[config.mk]
export PLATFORM = sky130hd
export DESIGN_NAME = tdpt_divider
export DESIGN_NICKNAME = d
export VERILOG_FILES = /design/src/hdl/tdpt_divider.sv
export SDC_FILE = /design/constraint.sdc
export NUM_CORES = 1
export LEC_CHECK = 0
export BUFFER_PORTS_ARGS = -buffer_cell sky130_fd_sc_hd__buf_2
export CORE_UTILIZATION = 54
export DETAILED_ROUTE_END_ITERATION = 8
export PLACE_DENSITY = 0.88
export SLEW_MARGIN = 20
export SYNTH_ARGS = -nofsm -noshare
export SYNTH_HDL_FRONTEND = slang
export SYNTH_SLANG_ARGS = --single-unit
[constraint.sdc]
create_clock -name clk -period 3.2 [get_ports clk]
set_input_delay 0 -clock clk [delete_from_list [all_inputs] [get_ports clk]]
set_output_delay 0 -clock clk [all_outputs]
set_load 0.05 [all_outputs]
[src/hdl/tdpt_divider.sv]
// ----------------------------------------------------------------------------
// tdpt_divider
// Restoring divider, one quotient bit per cycle; done rises after the last
// quotient bit.
// ----------------------------------------------------------------------------
module tdpt_divider #(
  parameter int VALUE_WIDTH = 31
) (
  input  logic                   clk,
  input  logic                   rst,
  input  logic                   start,
  input  logic [VALUE_WIDTH-1:0] dividend,
  input  logic [VALUE_WIDTH-1:0] divisor,   // held stable while running
  output logic                   done,
  output logic [VALUE_WIDTH-1:0] quotient,
  output logic [VALUE_WIDTH-1:0] remainder
);

  localparam int CW = $clog2(VALUE_WIDTH);

  logic                   active;
  logic [CW-1:0]          count;
  logic [VALUE_WIDTH-1:0] quo;   // dividend bits shift out, quotient bits in
  logic [VALUE_WIDTH-1:0] rem;
  logic [VALUE_WIDTH:0]   trial;
  logic [VALUE_WIDTH:0]   diff;
  logic                   fits;

  assign trial = {rem, quo[VALUE_WIDTH-1]};
  assign diff  = trial - {1'b0, divisor};
  assign fits  = trial >= {1'b0, divisor};

  always_ff @(posedge clk) begin
    if (rst) begin
      active <= 1'b0;
      done   <= 1'b0;
      count  <= '0;
      rem    <= '0;
      quo    <= '0;
    end else begin
      done <= 1'b0;
      if (start) begin
        active <= 1'b1;
        count  <= CW'(VALUE_WIDTH - 1);
        rem    <= '0;
        quo    <= dividend;
      end else if (active) begin
        rem   <= fits ? diff[VALUE_WIDTH-1:0] : trial[VALUE_WIDTH-1:0];
        quo   <= {quo[VALUE_WIDTH-2:0], fits};
        count <= count - 1'b1;
        if (count == '0) begin
          active <= 1'b0;
          done   <= 1'b1;
        end
      end
    end
  end

  assign quotient  = quo;
  assign remainder = rem;

endmodule

* Yosys cells after proc, flatten, opt, wreduce, memory -nomap -nowiden *
Cells that the tools add are included.
W data, S select, Z words.

word-level totals
  latch bits = 0
  bits of input ports = 65
  ROM bits = 0
  logic and storage cells = 23
  bits in writable memories = 0
  memories = 0
  bits in registers = 69

cells by class
  order comparisons = 1
  add/sub/neg operators = 2
  multipliers = 0
  div/mod/pow operators = 0
  equality and inequality tests = 0
  reductions and logical operators = 4
  mux-type cells = 9
  bitwise logic cells = 1
  shift-type cells = 0

operators by type and width
  operator               count
  $mux W31               3
  $ge A32 B31 Y1         1
  $sub A31 B31 Y31       1
  $mux W5                2
  $logic_not A5 Y1       1
  $sub A5 B1 Y5 const B  1
  $mux W1                4
  $reduce_or A3 Y1       1
  $reduce_bool A2 Y1     1
  $reduce_or A2 Y1       1
  $not A1 Y1             1

* Longest topological paths before layout *
  depth in word-level cells = 4
  gate-level depth with buffers = 12
  depth with buffers taken out = 11

* Worst setup path after synthesis *
OpenSTA, ideal clock, no wires.

  kind = register -> register
  start = reg rem[2] (netlist: remainder[2])
  end = reg rem[27] (netlist: remainder[27])
  data arrival time = 2721 ps
  data required time = 3113 ps
  stages on the path, launching flop included = 10
  library setup time = 87 ps
  clock period less this slack = 2808 ps
  setup slack = 392 ps
  cell sequence = dfxtp_1 -> ha_1 -> a21o_1 -> nor2_1 -> nand2_1 -> a211o_1 -> a311o_1 -> o2111ai_1 -> mux2_1 -> o31ai_1

between the ends
  cells in the longest elaborated chain, start to end = 2
  elaborated cells on any way between the ends = 3

RTL lines
  item                                                       RTL line  RTL
  start, declared                                            24        logic [VALUE_WIDTH-1:0] rem;
  start signal, assigned                                     48        rem <= fits ? diff[VALUE_WIDTH-1:0] : trial[VALUE_WIDTH-1:0];
  $sub A31 B31 Y31 / $ge A32 B31 Y1 (equally long branches)  30, 31
  $mux W31 (*)                                               48

Every way passes the cells marked *; elsewhere a longest branch is shown, timed or not.
A chain may end at the register's enable or synchronous reset.

* Worst setup path after layout *
  start = reg quo[30] (netlist: quotient[30])
  end = reg rem[5] (netlist: remainder[5])

between the ends
  cells in the longest elaborated chain, start to end = 2
  elaborated cells on any way between the ends = 3

RTL lines
  item                                                       RTL line  RTL
  start, declared                                            23        logic [VALUE_WIDTH-1:0] quo;
  start signal, assigned                                     46        quo <= dividend;
  start signal, assigned                                     49        quo <= {quo[VALUE_WIDTH-2:0], fits};
  $sub A31 B31 Y31 / $ge A32 B31 Y1 (equally long branches)  30, 31
  $mux W31 (*)                                               48

Marks and branches as above.

==> summary.txt <==
Status
  – Run status: finished, final reports clean

Timing
  – Clk_skew: 0.02256 ns
  – Setup violation total in the final timing report: 0
  – Setup repair after global routing missed its margin: no
  – Pins over their slew limit: 0
  – Fin crit share: 90.97%
  – Relative max-transition margin: ~39%
  – Peak Freq: between 300 and 400 MHz
  – Hold Violations, Final: 0
  – Minimum clock period: approximately 2.9 ns
  – Accumulated negative setup slack: 0 ns
  – Transition time at the pin with the least slew margin: 0.9131 ns

Worst setup path
  – Arrival @ worst endpoint: about 3.1 ns
  – Kind of capture point of the worst setup path: flop
  – Maximum net fanout on the critical path: 12
  – Critical path startpoint category: flop
  – Number of cells on the worst reg-to-reg path: 11
  – Type of the setup path with the least slack: flop to flop
  – Worst EP required: 3.41 ns

Global route
  – Initial antenna violation count: 1
  – Aggregate global-route resource usage: ~33%
  – Number of global-route vias before repair: 5645
  – Overflow left after global routing: 0
  – Wire length of the first global-routing pass: about 26000 um
  – Maximum number of pins on one net before global-route repair: between 70 and 80

Clock tree
  – Number of buffers inserted during clock tree synthesis: 9
  – Sink count of the clock tree: roughly 70
  – Deepest clock path buffer count: 2
  – Clk Latency, worst-skew pair: 0.37 ns
  – Clock root cell: clkbuf_8
  – Setup Fix Bufs, Post-CTS: 0
  – Number of H-tree branching levels: 3
  – CTS tree: yes
  – Clock transition time at the flip-flop clock pins of the worst setup and hold paths: between 0.1 and 0.15 ns

Logic synthesis
  – Number of synthesis warnings: 0
  – Number of enable flip-flop cells after synthesis: 0
  – Post-synth net total: roughly 770
  – Gate Count Post-Synth: between 600 and 700
  – Async S/R FF share, synth: 0%
  – Most frequently used flop master after synthesis: dfxtp_1
  – Mean post-synth cell area: 7.562 um2
  – Seq/Total Area, Yosys: a little over a quarter
  – Flops & latches, synth: between 60 and 70
  – Count of distinct cell types in the synthesized netlist: 65
  – Post-synthesis cell area: ~0.005 mm2

Die
  – Starting density of the core: between 50% and 60%
  – Core box area: about 0.0089 mm2
  – Cell Rows: 34
  – Vert. Die Dim: 98.57 um
  – Die X: between 90 and 100 um
  – Area of the die: slightly below 0.01 mm2
  – Number of top-level pins: 128

Hold path
  – Number of cells on the worst hold path: 2
  – Hold Path Class: input pin to flop

Placement
  – Port Buffer Count: approximately 130
  – Total half-perimeter wirelength after legalization and detailed placement: 10170 um
  – Final weighted congestion in routability-driven placement: approximately 0.95

Power
  – Maximum ir drop on the vdd rail: about 0.31 mV
  – Pwr per Cell Area: ~370 mW/mm2
  – Power after layout: between 2 and 2.5 mW
  – Leakage dissipation: roughly 3.0 nW

Route
  – DR iter-0 viols: 373
  – Average wire per standard cell: about 17 um
  – Total via count in the routed design: 5588
  – Average via count per standard cell: 6.054
  – DRT Wirelength: approximately 16000 um
  – Count of antenna-violating nets left after detailed routing: 0
  – Router iterations before antenna repair: 5
  – DR DRC count: 0

Layout
  – Fraction of final layout cells with drive strength greater than 1: about a fifth
  – Nets: between 900 and 1000
  – Area grow syn2layout: 24.10%
  – Commonest non-fill, non-tap cell in the layout: buf_2
  – Most frequent cells in the layout: buf_2 (127), nor2_1 (100), a21oi_1 (87)
  – Number of inserted filler cells in the final layout: slightly below 700

Run
  – Max-capacitance violation count: 0
[state kept, by name, summed over array words and instances (netlist names)]
name,cells
active,1
count,5
remainder,31
done,1
quotient,31
[power by group]
group | switching [mW] | leakage (nW) | internal (mW)
clock network | 0.411 | 0.0943 | 0.300
logic | 0.411 | 2.34 | 0.244
registers | 0.0620 | 0.566 | 0.901
[critical path, cell delays in order (launching register included)]
cell,delay [ns]
dfxtp_1,0.38
inv_1,0.06
ha_1,0.21
fa_1,0.41
nor2b_1,0.24
o31a_1,0.26
a221oi_2,0.10
nand3_2,0.13
a21o_1,0.47
buf_12,0.22
mux2i_1,0.18
a21oi_1,0.07
[final timing paths]
path | startpoint | endpoint | slack, ns
max reg2reg | quotient[30] | remainder[5] | 0.29
max | quotient[30] | remainder[5] | 0.29
min | rst | quotient[15] | 0.16
min reg2reg | remainder[24] | remainder[25] | 0.52
[repair_timing]
item / CTS / global route
hold buffers: 31 / 0
resized for setup: 0 / 0
hold endpoints to repair: 31 / 0
[per-stage QoR]
step	instances	setup slack (ns)	hold WS, ns	utilization [%]	instance area, um2
final	923	0.2891	0.1615	70.29	6250
after global routing	922	0.08974	0.1754	70.26	6247
after CTS	922	0.3621	0.1460	70.26	6247
after detailed placement	875	0.3920	0.2359	64.65	5748
after global placement	875	0.4745	0.2270	64.65	5748
after floorplan	666	0.3925	0.1427	-	5036
[kinds of logic (layout without fill, tap and decap cells)]
group | Yosys count | in the layout | share of synthesized area (%)
adders and majority gates | 34 | 34 | 8.596
other | 0 | 1 | 0
buffers and inverters | 77 | 225 | 6.037
and+or+nand+nor | 212 | 212 | 20.02
DFF | 69 | 69 | 27.43
xor gates and xnor gates | 23 | 23 | 4.000
muxes | 42 | 42 | 8.373
AOI/OAI and AO/OA | 209 | 209 | 25.54
[per-layer routing]
metal  GRT usage [%]  vias to the layer above  wire (um)
met5               0                        -         15
met4           18.48                        2        739
met3           7.447                       68       1096
met2           57.31                      269       7659
met1           37.48                     2587       6244
li1                -                     2662          -
[cells in the mapped netlist (5+ instances only)]
cell | number | area (um2)
nor2_1 | 100 | 375.4
a21oi_1 | 87 | 435.4
dfxtp_1 | 69 | 1381
inv_1 | 41 | 153.9
mux2i_1 | 41 | 410.4
nand2_1 | 40 | 150.1
o21ai_0 | 40 | 200.2
ha_1 | 33 | 412.9
clkbuf_1 | 24 | 90.09
a21o_1 | 15 | 112.6
xnor2_1 | 15 | 131.4
o21ai_1 | 14 | 70.07
nand4_1 | 13 | 81.33
a31oi_1 | 8 | 50.05
xor2_1 | 8 | 70.07
nand3_1 | 7 | 35.03
nor3_1 | 7 | 35.03
buf_2 | 6 | 30.03
nand2b_1 | 6 | 37.54
nor2b_1 | 6 | 37.54
o21a_1 | 5 | 37.54
[cell type report]
type,count,area [um2],share of cell area [%]
well taps,108,135.1,2.162
clock inverters,7,65.06,1.041
repair buffers,168,1033,16.54
multi-input cells,520,3351,53.61
diodes,1,2.502,0.04004
inverters,41,153.9,2.462
clock buffers,9,123.9,1.982
flip-flops and latches,69,1385,22.16
Power figures use the tool's default switching activity.
